**src/rtl/assert_macros.svh**
```systemverilog
// Assertion macros used by the top-level RTL file.
`ifndef ASSERT_MACROS_SVH
`define ASSERT_MACROS_SVH
`ifndef SYNTHESIS
`define ASSERT_IMPL(label, clk, rst, cond, prop) \
  label: assert property (@(posedge clk) disable iff (rst) (cond) |-> (prop)) \
    else $error("assertion failed");
`define ASSERT_NEXT(label, clk, rst, cond, prop) \
  label: assert property (@(posedge clk) disable iff (rst) (cond) |=> (prop)) \
    else $error("assertion failed");
`else
`define ASSERT_IMPL(label, clk, rst, cond, prop)
`define ASSERT_NEXT(label, clk, rst, cond, prop)
`endif
`endif

```
**src/rtl/usvg_pkg.sv**
```systemverilog
// Shared constants, types and helper functions of the UV sphere vertex pipeline.
package usvg_pkg;

  localparam int MAX_COUNT     = 1024;
  localparam int CNT_W         = 11;
  localparam int RADIUS_W      = 16;
  localparam int TEX_W         = 17;
  localparam int POS_W         = 17;
  localparam int NRM_W         = 16;
  localparam int CFG_IDX_W     = 2;
  localparam int CFG_DATA_W    = 16;

  localparam logic [CFG_IDX_W-1:0] CFG_RADIUS  = 2'd0;
  localparam logic [CFG_IDX_W-1:0] CFG_SECTORS = 2'd1;
  localparam logic [CFG_IDX_W-1:0] CFG_STACKS  = 2'd2;

  // long division: numerator is index * 2^16 + count / 2
  localparam int DIV_STEPS = TEX_W;
  localparam int NUM_W     = CNT_W + 16;
  localparam int REM_W     = NUM_W - DIV_STEPS;

  localparam int CORDIC_STAGES = 16;
  localparam int ATAN_ENTRIES  = 24;
  localparam int CORDIC_N      = (CORDIC_STAGES < ATAN_ENTRIES) ? CORDIC_STAGES
                                                                : ATAN_ENTRIES;
  localparam int CW     = 34;  // CORDIC datapath, Q4.30
  localparam int TRIG_W = 32;  // Q2.30 trig values
  localparam logic signed [CW-1:0] CORDIC_GAIN = 34'sh026DD3B6A;

  localparam int POS_LIM = 65535;
  localparam int NRM_LIM = 16384;

  typedef struct packed {
    logic signed [TRIG_W-1:0] cos_lat;
    logic signed [TRIG_W-1:0] sin_lat;
    logic signed [TRIG_W-1:0] cos_lon;
    logic signed [TRIG_W-1:0] sin_lon;
    logic [TEX_W-1:0]         tex_s;
    logic [TEX_W-1:0]         tex_t;
  } trig_t;

  typedef struct packed {
    logic [TEX_W-1:0]        tex_t;
    logic [TEX_W-1:0]        tex_s;
    logic signed [NRM_W-1:0] z_normal;
    logic signed [NRM_W-1:0] y_normal;
    logic signed [NRM_W-1:0] x_normal;
    logic signed [POS_W-1:0] z_pos;
    logic signed [POS_W-1:0] y_pos;
    logic signed [POS_W-1:0] x_pos;
  } vertex_t;

  // atan(2^-i) as a fraction of a full turn scaled by 2^32
  function automatic logic [31:0] atan_val(input int i);
    logic [31:0] a;
    case (i)
      0:  a = 32'h20000000;
      1:  a = 32'h12E4051E;
      2:  a = 32'h09FB385B;
      3:  a = 32'h051111D4;
      4:  a = 32'h028B0D43;
      5:  a = 32'h0145D7E1;
      6:  a = 32'h00A2F61E;
      7:  a = 32'h00517C55;
      8:  a = 32'h0028BE53;
      9:  a = 32'h00145F2F;
      10: a = 32'h000A2F98;
      11: a = 32'h000517CC;
      12: a = 32'h00028BE6;
      13: a = 32'h000145F3;
      14: a = 32'h0000A2FA;
      15: a = 32'h0000517D;
      16: a = 32'h000028BE;
      17: a = 32'h0000145F;
      18: a = 32'h00000A30;
      19: a = 32'h00000518;
      20: a = 32'h0000028C;
      21: a = 32'h00000146;
      22: a = 32'h000000A3;
      23: a = 32'h00000051;
      default: a = 32'h0;
    endcase
    return a;
  endfunction

  // zero acts as one, large counts are capped
  function automatic logic [CNT_W-1:0] eff_count(input logic [CNT_W-1:0] c);
    logic [CNT_W-1:0] r;
    if (c == '0) begin
      r = CNT_W'(1);
    end else if (c > CNT_W'(MAX_COUNT)) begin
      r = CNT_W'(MAX_COUNT);
    end else begin
      r = c;
    end
    return r;
  endfunction

  // add half, floor shift, saturate to +-lim
  function automatic logic signed [63:0] rnd_sat(input logic signed [63:0] v,
                                                 input int sh,
                                                 input logic signed [63:0] lim);
    logic signed [63:0] r;
    r = (v + (64'sd1 <<< (sh - 1))) >>> sh;
    if (r > lim) begin
      r = lim;
    end else if (r < -lim) begin
      r = -lim;
    end
    return r;
  endfunction

endpackage

```
**src/rtl/usvg_div.sv**
```systemverilog
// Pipelined restoring divider producing the s and t texture coordinates.
module usvg_div (
  input  logic                          clk,
  input  logic                          rst,
  input  logic                          adv,
  input  logic                          in_valid,
  input  logic [usvg_pkg::CNT_W-1:0]    stack_index,
  input  logic [usvg_pkg::CNT_W-1:0]    sector_index,
  input  logic [usvg_pkg::CNT_W-1:0]    stack_cnt,
  input  logic [usvg_pkg::CNT_W-1:0]    sector_cnt,
  output logic                          out_valid,
  output logic [usvg_pkg::TEX_W-1:0]    tex_s,
  output logic [usvg_pkg::TEX_W-1:0]    tex_t
);

  localparam int N = usvg_pkg::DIV_STEPS;
  localparam int RW = usvg_pkg::REM_W;
  localparam int QW = usvg_pkg::TEX_W;
  localparam int NW = usvg_pkg::NUM_W;
  localparam int CW = usvg_pkg::CNT_W;

  logic          valid [N+1];
  logic [RW-1:0] rem_s [N+1];
  logic [RW-1:0] rem_t [N+1];
  logic [QW-1:0] q_s   [N+1];
  logic [QW-1:0] q_t   [N+1];

  logic [CW-1:0] se_c, st_c;
  logic [NW-1:0] num_s, num_t;

  always_comb begin
    se_c  = (sector_index > sector_cnt) ? sector_cnt : sector_index;
    st_c  = (stack_index > stack_cnt) ? stack_cnt : stack_index;
    num_s = {se_c, 16'b0} + NW'(sector_cnt >> 1);
    num_t = {st_c, 16'b0} + NW'(stack_cnt >> 1);
  end

  always_ff @(posedge clk) begin
    if (rst) begin
      valid[0] <= 1'b0;
    end else if (adv) begin
      valid[0] <= in_valid;
    end
  end

  always_ff @(posedge clk) begin
    if (adv) begin
      rem_s[0] <= num_s[NW-1:QW];
      q_s[0]   <= num_s[QW-1:0];
      rem_t[0] <= num_t[NW-1:QW];
      q_t[0]   <= num_t[QW-1:0];
    end
  end

  // one quotient bit per stage; numerator bits shift out as quotient bits shift in
  for (genvar k = 0; k < N; k++) begin : g_step
    logic [RW:0] tmp_s, tmp_t;
    logic        ge_s, ge_t;

    always_comb begin
      tmp_s = {rem_s[k], q_s[k][QW-1]};
      tmp_t = {rem_t[k], q_t[k][QW-1]};
      ge_s  = tmp_s >= (RW+1)'(sector_cnt);
      ge_t  = tmp_t >= (RW+1)'(stack_cnt);
    end

    always_ff @(posedge clk) begin
      if (rst) begin
        valid[k+1] <= 1'b0;
      end else if (adv) begin
        valid[k+1] <= valid[k];
      end
    end

    always_ff @(posedge clk) begin
      if (adv) begin
        rem_s[k+1] <= ge_s ? RW'(tmp_s - (RW+1)'(sector_cnt)) : tmp_s[RW-1:0];
        rem_t[k+1] <= ge_t ? RW'(tmp_t - (RW+1)'(stack_cnt)) : tmp_t[RW-1:0];
        q_s[k+1]   <= {q_s[k][QW-2:0], ge_s};
        q_t[k+1]   <= {q_t[k][QW-2:0], ge_t};
      end
    end
  end

  assign out_valid = valid[N];
  assign tex_s     = q_s[N];
  assign tex_t     = q_t[N];

endmodule

```
**config.mk**
```make
export PLATFORM = sky130hd
export DESIGN_NAME = usvg_div
export DESIGN_NICKNAME = d
export VERILOG_FILES = /design/src/rtl/assert_macros.svh /design/src/rtl/usvg_pkg.sv /design/src/rtl/usvg_div.sv
export SDC_FILE = /design/constraint.sdc
export NUM_CORES = 1
export LEC_CHECK = 0
export BUFFER_PORTS_ARGS = -buffer_cell sky130_fd_sc_hd__clkbuf_2
export CORE_UTILIZATION = 35
export CTS_CLUSTER_SIZE = 40
export DETAILED_ROUTE_END_ITERATION = 10
export GPL_ROUTABILITY_DRIVEN = 1
export SLEW_MARGIN = 15
export SYNTH_ARGS = -nofsm -noshare
export SYNTH_HDL_FRONTEND = slang
export SYNTH_SLANG_ARGS = --single-unit
```
**constraint.sdc**
```tcl
create_clock -name clk -period 4.6 [get_ports clk]
set_clock_uncertainty 0.2 [all_clocks]
set_input_delay 0.46 -clock clk [delete_from_list [all_inputs] [get_ports clk]]
set_output_delay 0.46 -clock clk [all_outputs]
set_load 0.005 [all_outputs]
```
==> results of run 1 <==
-- metrics by stage --
step | instance area (sq um) | hold WS [ps] | total power [uW] | setup slack (ps) | instances
4_1_cts | 53800 | 6.12 | 33100 | 852 | 5437
2_1_floorplan | 46800 | 200 | 21700 | 579 | 3323
3_5_place_dp | 49900 | 205 | 24300 | 723 | 5204
5_1_grt | 53800 | 59.6 | 34900 | 628 | 5437
6_report | 53800 | 110 | 32700 | 762 | 5437
3_3_place_gp | 49900 | 200 | 24200 | 796 | 5204
-- cell usage in the layout, fill, tap and decap left out, types with 20 or more instances in the layout --
master	n
sky130_fd_sc_hd__edfxtp_1	916
sky130_fd_sc_hd__ha_1	396
sky130_fd_sc_hd__mux2_2	294
sky130_fd_sc_hd__a21oi_1	205
sky130_fd_sc_hd__nor2_1	195
sky130_fd_sc_hd__inv_1	163
sky130_fd_sc_hd__xnor2_1	138
sky130_fd_sc_hd__o21ai_0	108
sky130_fd_sc_hd__clkbuf_16	106
sky130_fd_sc_hd__clkbuf_2	81
sky130_fd_sc_hd__nand2_1	73
sky130_fd_sc_hd__a21o_1	73
sky130_fd_sc_hd__xor2_1	68
sky130_fd_sc_hd__o21a_1	62
sky130_fd_sc_hd__nand2b_1	57
sky130_fd_sc_hd__buf_4	57
sky130_fd_sc_hd__nor2b_1	56
sky130_fd_sc_hd__nand3_1	55
sky130_fd_sc_hd__o31ai_1	51
sky130_fd_sc_hd__nand4_1	44
sky130_fd_sc_hd__o21bai_1	44
sky130_fd_sc_hd__dlygate4sd3_1	43
sky130_fd_sc_hd__mux2i_1	38
sky130_fd_sc_hd__fa_1	32
sky130_fd_sc_hd__clkinv_1	25
sky130_fd_sc_hd__nor3_1	24
sky130_fd_sc_hd__a211oi_1	24
sky130_fd_sc_hd__a221oi_1	23
sky130_fd_sc_hd__o31a_1	20
sky130_fd_sc_hd__a2111oi_0	20
-- how the worst min path moves through the flow --
| stage | slack, ps | cells after the start | startpoint | to |
|---|---|---|---|---|
| after global placement | 200 | 0 | q_s[11][13]$_DFFE_PP_ | q_s[12][14]$_DFFE_PP_ |
| final | 110 | 1 | adv | q_t[15][8]$_DFFE_PP_ |
| after floorplan | 200 | 0 | q_s[9][9]$_DFFE_PP_ | q_s[10][10]$_DFFE_PP_ |
| after global routing | 60 | 3 | sector_index[0] | q_s[0][16]$_DFFE_PP_ |
| after CTS | 6 | 3 | sector_index[0] | q_s[0][16]$_DFFE_PP_ |
| after detailed placement | 200 | 0 | q_s[9][0]$_DFFE_PP_ | q_s[10][1]$_DFFE_PP_ |
-- cell usage after synthesis (all sizes together) (4+ instances only) --
| cell type | n |
|---|---|
| nand3b | 4 |
| nor4b | 4 |
| xor2 | 68 |
| a21oi | 205 |
| o31a | 20 |
| xnor2 | 138 |
| a31oi | 7 |
| a21o | 73 |
| nor2 | 195 |
| edfxtp | 916 |
| o21a | 62 |
| nor3 | 24 |
| fa | 32 |
| o21bai | 44 |
| and2 | 18 |
| a2bb2oi | 10 |
| mux2 | 294 |
| ha | 396 |
| o31ai | 61 |
| a2111oi | 20 |
| buf | 18 |
| nand2 | 73 |
| nor2b | 56 |
| o211a | 12 |
| o211ai | 16 |
| mux2i | 38 |
| a311oi | 4 |
| o21ai | 108 |
| o22ai | 10 |
| a221oi | 23 |
| a211oi | 24 |
| and3 | 6 |
| nand2b | 57 |
| nand4 | 44 |
| inv | 165 |
| nand3 | 55 |
-- worst register-to-register path, delay by kind of cell, from the launching register on --
family / cells / cell delay (ps)
AND/OR/NAND/NOR: 2 / 400
AO/OA/AOI/OAI: 3 / 1210
multiplexers: 1 / 410
adder cells (fa/ha/maj): 1 / 320
flip-flops: 1 / 450
-- metal layers --
metal	vias to the layer above	wire length (um)	track usage (%)
met5	-	13	0
met4	2	2230	4.60
met3	141	3960	2.29
met2	480	39800	20.7
met1	13000	44000	18.8
li1	13400	-	-
-- flip-flops by register name, summed over array words and instances, names as in the netlist --
name	count
q_s	279
rem_t	170
q_t	279
valid	18
rem_s	170
-- layout make-up --
| class | count | area [sq um] | share of cell area (%) |
|---|---|---|---|
| Clock buffer | 123 | 2720 | 5.04 |
| Clock inverter | 67 | 753 | 1.40 |
| Inverter | 167 | 627 | 1.16 |
| Multi-Input combinational cell | 2219 | 18600 | 34.6 |
| Sequential cell | 916 | 27500 | 51.1 |
| Tap cell | 1755 | 2200 | 4.08 |
| Timing Repair Buffer | 190 | 1440 | 2.67 |
-- logic make-up (layout without fill, tap and decap cells) --
family | count (synthesis) | in the layout | share of synthesized area, %
AO/OA/AOI/OAI | 708 | 708 | 10.3
XOR/XNOR | 206 | 206 | 3.85
adder cells (fa/ha/maj) | 428 | 428 | 12.0
buffers and inverters | 188 | 547 | 1.56
flip-flops | 916 | 916 | 58.8
multiplexers | 332 | 332 | 7.88
AND/OR/NAND/NOR | 545 | 545 | 5.69
-- power breakdown --
group | internal [uW] | switching (uW)
logic | 5840 | 5860
clock network | 5000 | 3390
registers | 11700 | 862
==> results summary, run 1 <==
The first TritonRoute pass finished after 8 iterations. After global routing the overflow that remains totals 0. The clock period minus worst slack came out at about 3800 ps. The endpoint identified for the worst register-to-register timing path is rem_t[2][7]$_DFFE_PP_. Counting flops with a built-in enable in the synthesized netlist gives 916.

The critical path data arrival time is 4090 ps. Clock-pin slew was measured on the worst setup and hold paths at about 60 ps. The power density over the cells is 606 nW/um^2. The peak supply drop came out at 0.327 mV. The peak fanout along the critical path is 10. The depth of the CTS H-tree is 3. The count of pins over their slew limit is 0.

The most critical setup path has its startpoint at stack_cnt[5]. The DRC violation count after routing came out at 0. The number of nets in the layout came out at 4073. The largest buffer count on any clock path came out at 3. The signal on the critical path passes through dlygate4sd3_1, clkbuf_2, inv_1, buf_4, ha_1, a21oi_1, nor2b_1, o31ai_1, a21oi_1, buf_4, mux2_2, dlygate4sd3_1. In this run the tool buffered the top-level ports with between 80 and 90 buffer cells. The number of different library cells in the post-synthesis netlist is between 50 and 60. From synthesis to final layout, the design area changed by 15.0%. The initial antenna violation count came to 2. Yosys printed 0 warnings. The buffers plus inverters on the worst setup path is 6.

The detailed router finished its first iteration with between 1500 and 2000 violations. The required time of the critical path came out at between 4000 and 5000 ps. The largest area contributor in the synthesized netlist is sky130_fd_sc_hd__edfxtp_1. The cell area after technology mapping is about 47000 sq um. The overall die height is 368 um. The first-pass GRT wire length is 145 mm. The number of antenna diodes is 0. Broken down by cell family, the worst path's largest delay share belongs to buffers and inverters.

The half-perimeter wire length after detailed placement came out at 58.8 mm. The TritonCTS clock tree is built. The total length of routed wires is about 90 mm. Each instance of the synthesized netlist takes up on average 14.1 sq um. The tool flagged a number of max-cap violations equal to 0. The peak clock frequency supported by timing came out at around 260 MHz. The static leakage came out at around 0.021 uW.

STA classifies the critical path startpoint as an input port. Headroom to the max-slew limit came out at 44.4%. At the pin with the least slew margin, the transition time is ~830 ps. Routability-driven placement finished with a final weighted congestion of roughly 0.83.

The sequential fraction of the synthesis area came out at a little under 60%. The critical path's largest stage delay came out at 560 ps. The worst setup path is of the input port to flip-flop kind. The starting density of the core came out at between 30% and 40%. The horizontal die dimension came out at between 300 and 400 um. The row count came out at approximately 130. The proportion of netlist area held by the largest area contributor is about three fifths. The clock buffer count from CTS came out at around 100. The net count of the mapped netlist came out at roughly 3800. The worst-path cell with the longest stage delay is sky130_fd_sc_hd__dlygate4sd3_1. The tree is rooted in a sky130_fd_sc_hd__clkbuf_16. The remaining antenna violation count came out at 0. The number of filler cells placed in the layout came out at around 12000.

In this run the critical register-to-register path is launched from rem_t[1][0]$_DFFE_PP_. The ratio of routed vias to standard cells is slightly below 5. The die outline area came out at approximately 140000 sq um. In this run the worst setup path terminates at rem_t[0][8]$_DFFE_PP_. By area the synthesized netlist is led by sky130_fd_sc_hd__edfxtp_1 (59%), sky130_fd_sc_hd__ha_1 (11%), sky130_fd_sc_hd__mux2_2 (7.1%). The number of instances in the synthesized netlist came out at 3323. Entering global routing, the biggest net connects between 150 and 200 pins.

The post-CTS setup repair buffer count came out at 0. a little over 80 I/O pins were placed. The CTS sink count came out at around 900. The post-layout utilization of the core is between 40 and 50%. The cell count of the worst reg-to-reg path came out at 7. The final-report hold violation count is 0.

The fraction of layout cells with a size suffix above 1 is roughly 17%. Setup repair after global routing left no endpoint under its margin. The average wire per cell in the routed design is ~17 um. The flow ran to the end, and the final reports show no timing, DRC or antenna violations. The prevailing post-synth register cell is sky130_fd_sc_hd__edfxtp_1. Setup violations remaining at the end of the flow were counted as 0. In this run the number of cells on the critical path is 12.

The worst reg-to-reg setup slack is between 1000 and 1500 ps. The share of flip-flops with an asynchronous set or reset is 0%. Global routing used about an eighth of the available tracks. The part of the cycle the worst path needs is roughly 83%.

The clock reaches the later pin of the worst-skew pair after slightly above 700 ps. The number of global-route vias before repair came out at 26900. The number of hold-repair buffers added at the cts stage is 43. The setup total negative slack came out at 0 ps. STA classifies the critical path endpoint as a flip-flop.

The min-delay analysis places its worst path in the category input port to flip-flop. Gates resized during post-CTS repair numbered 0. The standard cell core area is around 130000 sq um.

The number of synthesized register bits is approximately 920. The via count is between 20000 and 30000.
No activity file was read; power rests on OpenSTA's default activity.
==> run 2: changes to the inputs <==
--- a/config.mk
+++ b/config.mk
@@ -5,6 +5,7 @@
 export SDC_FILE = /design/constraint.sdc
 export NUM_CORES = 1
 export LEC_CHECK = 0
+export ABC_AREA = 1
 export BUFFER_PORTS_ARGS = -buffer_cell sky130_fd_sc_hd__clkbuf_2
 export CORE_UTILIZATION = 35
 export CTS_CLUSTER_SIZE = 40
==> constraint.sdc (replaced) <==
create_clock -name clk -period 4 [get_ports clk]
set_clock_uncertainty 0.2 [all_clocks]
set_input_delay 0.4 -clock clk [delete_from_list [all_inputs] [get_ports clk]]
set_output_delay 0.4 -clock clk [all_outputs]
set_load 0.005 [all_outputs]
==> run 2 against run 1 <==
  * Register-to-register slack improved by 140 ps
  * Sequential cell count unchanged
  * Final cell count increased by 40%
  * Count of clock-buffer cells in the layout decreased by 1
  * Routed wire length increased by 27%
  * Worst hold slack improved by 78 ps
  * Global-route usage increased by 2.1 points
  * Worst setup slack got worse by 190 ps
  * Non-clock buffer count decreased by 17
  * Clock power increased by 15%
  * Sequential power increased by 17%
  * Critical path type unchanged
  * Critical endpoint is now rem_t[0][0]$_DFFE_PP_
==> results summary, run 2 <==
The count of pins over their slew limit came to 0 (unchanged). The number of warnings issued by yosys is 0 (unchanged). Based on the critical path, the design can be clocked at up to between 200 and 300 MHz. The adder and majority gate portion of the synthesized area is 10.9% (-1.0 points). TritonCTS built the clock tree. The sequential fraction of the synthesis area came out at 53.8% (-4.9 points). The worst setup path is launched from an input port. CTS placed an instance of sky130_fd_sc_hd__clkbuf_16 at the clock tree root. The required time of the critical path is 4260 ps (-590 ps). The net count of the mapped netlist came out at 5852 (+54%).

Setup repair after global routing left no endpoint under its margin. The initial antenna violation count came out at 1 (-1). The total of endpoints with negative setup slack in the final report is 0 (unchanged). The part of the cycle the worst path needs is 85.7%. The number of antenna diodes came out at 0 (unchanged). The number of I/O pins is 83 (unchanged). The hold slack was 189 ps (+78.5 ps). The dominant combinational cell family by area after synthesis is simple AND/OR/NAND/NOR gates. The horizontal die dimension came out at 384 um (+4.5%).

The aggregate global routing overflow came to 0 (unchanged). The clock buffer count from CTS came out at 105 (+1.9%). Leaving out fill and tap cells, the most frequent cells in the layout are sky130_fd_sc_hd__nand2_1 (1916), sky130_fd_sc_hd__edfxtp_1 (916), sky130_fd_sc_hd__inv_1 (623), sky130_fd_sc_hd__nand3_1 (529), sky130_fd_sc_hd__ha_1 (396). The largest net degree at the start of global routing came out at 137 (-10%). The cell area after technology mapping is 51100 sq um (+9.2%). The first-pass GRT wire length is 183 mm (+27%). The total global routing track utilization is 15.4% (+2.1 points). The prevailing post-synth register cell is sky130_fd_sc_hd__edfxtp_1.

The DRC violation count after routing came to 0 (unchanged). The number of max-cap violations came out at 0 (unchanged). The number of synthesized register bits is 916 (unchanged).

The peak fanout along the critical path is 13 (+3). The length of the first detailed-routing pass in iterations was 5 (-3). The design area came out at 58000 sq um (+7.8%). The half-perimeter wire length after detailed placement is 78.3 mm (+33%). The area of the multi-input gates came to 20800 sq um (+12%). The remaining antenna violation count is 0 (unchanged).

The violation count after the first detailed-route iteration came out at 2296 (+32%). The basic-gate share of the synthesized area counting and, or, nand and nor cells came out at 25.4% (+20 points). The starting density of the core is 35.4% (about the same). The fraction of layout cells with a size suffix above 1 is 7.53% (-9.2 points).

The weighted congestion reported at the end of routability-driven placement came to 0.899 (+7.9%). The proportion of netlist area held by the largest area contributor came out at 53.8% (-4.9 points). The relative max-transition margin came out at 43.6% (-0.86 points). Sorting the synthesized cells by area gives the leading types as sky130_fd_sc_hd__edfxtp_1 (54%), sky130_fd_sc_hd__nand2_1 (14%), sky130_fd_sc_hd__ha_1 (9.7%).

The type of the worst setup path is input port to flip-flop. The compound-cell area share of the yosys netlist came out at 2.72% (-7.6 points). The total length of routed wires is 114 mm (+27%). The number of different library cells in the post-synthesis netlist is 35 (-33%). The largest buffer count on any clock path was 3 (unchanged). The power density over the cells is 678 nW/um^2 (+12%). The number of hold-repair buffers added at the cts stage came out at 45 (+4.7%). The slew at the pin closest to its max-slew limit is 846 ps (+12.8 ps). The least setup slack across all paths after layout is 572 ps (-190 ps). The row count came to 139 (+4.5%). The post-placement setup slack is 857 ps (+134 ps). The ratio of routed vias to standard cells came out at 4.76 (-4.3%).

The peak supply drop is 0.350 mV (+7.1%). The static leakage came out at 0.0263 uW (+28%). The largest total area in the synthesized netlist belongs to sky130_fd_sc_hd__edfxtp_1. The worst path needs 3430 ps of the cycle, external delays included. Relative to the synthesized area, the layout overhead comes to 13.5%. The final-report hold violation count is 0 (unchanged).

The critical path data arrival time is 3690 ps (-400 ps). The depth of the CTS H-tree is 3 (unchanged). The cell area after placement came out at 54100 sq um (+8.3%). The post-synthesis area per instance came out at 9.51 sq um (-33%). The xor and xnor area share after synthesis was 1.65% (-2.2 points).

The run finished with clean final reports. The count of flip-flops with a built-in enable after synthesis is 916 (unchanged). The final cell count without fillers is 7611 (+40%).

The number of filler cells placed in the layout came out at 14000 (+16%). The largest registers in the layout are q_s x279, q_t x279. The CTS sink count came out at 916 (unchanged). The number of global-route vias before repair came out at 34800 (+29%). In the synthesized netlist, the cells that appear most often are sky130_fd_sc_hd__nand2_1 (1916), sky130_fd_sc_hd__edfxtp_1 (916), sky130_fd_sc_hd__inv_1 (626), sky130_fd_sc_hd__nand3_1 (529), sky130_fd_sc_hd__ha_1 (396). The multiplexer fraction of the synthesized cell area is 0% (-7.9 points). The area taken by flip-flops and latches is 27500 sq um (unchanged). The via count came to 36200 (+34%). The post-CTS setup repair buffer count is 0 (unchanged). The type of the tightest min-delay check is input port to flip-flop. The number of nets in the layout was 6098 (+50%). The count of port buffers added during placement came to 82 (unchanged). The number of instances in the synthesized netlist came out at 5376 (+62%). The clock-pin slew on the worst setup and hold paths came out at 60 ps (about the same).

The setup total negative slack is 0 ps (unchanged). sky130_fd_sc_hd__nand2_1 is the most common cell in the netlist. The overall die height is 384 um (+4.5%). The number of resized instances in the post-cts repair step came out at 0 (unchanged).

The worst setup path is captured at a flip-flop. The share of flip-flops with an asynchronous set or reset is 0% (unchanged). The library cell used most frequently in the layout, excluding fill and tap cells, is sky130_fd_sc_hd__nand2_1.

The standard cell core area is 144000 sq um (+9.1%). The average wire per cell in the routed design came out at 15.0 um (-9.6%). The die outline area was 148000 sq um (+9.1%).

The count of placed standard cells including taps is 7373 (+42%). The source-to-sink clock delay at the later pin of the worst-skew pair was 710 ps (about the same).
## run 2: cell types whose count changed after synthesis, moves of 51 or more
cell / previous run / this run
sky130_fd_sc_hd__inv_1: 165 / 626
sky130_fd_sc_hd__nand3b_1: 4 / 66
sky130_fd_sc_hd__mux2_2: 294 / 0
sky130_fd_sc_hd__o21ai_0: 108 / 37
sky130_fd_sc_hd__xnor2_1: 138 / 9
sky130_fd_sc_hd__nand2b_1: 57 / 0
sky130_fd_sc_hd__nand2_1: 73 / 1916
sky130_fd_sc_hd__nand3_1: 55 / 529
sky130_fd_sc_hd__nor2b_1: 56 / 0
sky130_fd_sc_hd__a21o_1: 73 / 0
sky130_fd_sc_hd__o31ai_1: 51 / 0
sky130_fd_sc_hd__nor2_1: 195 / 295
## run 2: path summary, 6_finish.rpt
path,from,to,slack (ps),cells past startpoint
max reg2reg,rem_s[2][4]$_DFFE_PP_,rem_s[3][8]$_DFFE_PP_,1510,10
min reg2reg,q_s[16][0]$_DFFE_PP_,q_s[17][1]$_DFFE_PP_,190,0
max,stack_cnt[6],rem_t[0][0]$_DFFE_PP_,570,12
min,rst,valid[8][0]$_SDFFCE_PN0P_,190,2
## run 2: cell type report
type,instances,area share [%]
inverters,645,4.17
well taps,1903,4.10
multi-input cells,3781,35.9
clock inverters,71,1.30
flip-flops and latches,916,47.4
clock buffers,122,4.68
repair buffers,173,2.44
## run 2: kinds of logic (layout without fill, tap and decap cells)
group,Yosys count,count (layout)
AOI/OAI and AO/OA,249,249
xor gates and xnor gates,96,96
adders and majority gates,428,428
buffers and inverters,679,1011
DFF,916,916
and+or+nand+nor,3008,3008
## run 2: power breakdown
group          internal (uW)  switching (uW)
logic                   5340            9600
registers              13500            1220
clock network           5600            4060
total                  24400           14900
## run 2: metrics by stage
stage,power (uW),util [%]
floorplan,26100,-
global placement,29600,37.5
finish,39300,40.2
detailed placement,29700,37.5
global route,42500,40.2
CTS,39700,40.2
## run 2: routing by layer
layer / GRT usage, % / routed length, um
met4: 4.98 / 2710
met2: 23.7 / 49400
met1: 22.2 / 56400
met3: 2.26 / 5470
met5: 0 / 0
## run 2: critical path: stages
cell	delay, ps
sky130_fd_sc_hd__dlygate4sd3_1	530
sky130_fd_sc_hd__clkbuf_2	130
sky130_fd_sc_hd__inv_1	610
sky130_fd_sc_hd__ha_1	270
sky130_fd_sc_hd__nand4_1	110
sky130_fd_sc_hd__nor2_1	150
sky130_fd_sc_hd__nand2_1	60
sky130_fd_sc_hd__nand3_1	330
sky130_fd_sc_hd__nand2_1	330
sky130_fd_sc_hd__nand2_1	150
sky130_fd_sc_hd__nand2_1	60
sky130_fd_sc_hd__dlygate4sd3_1	550
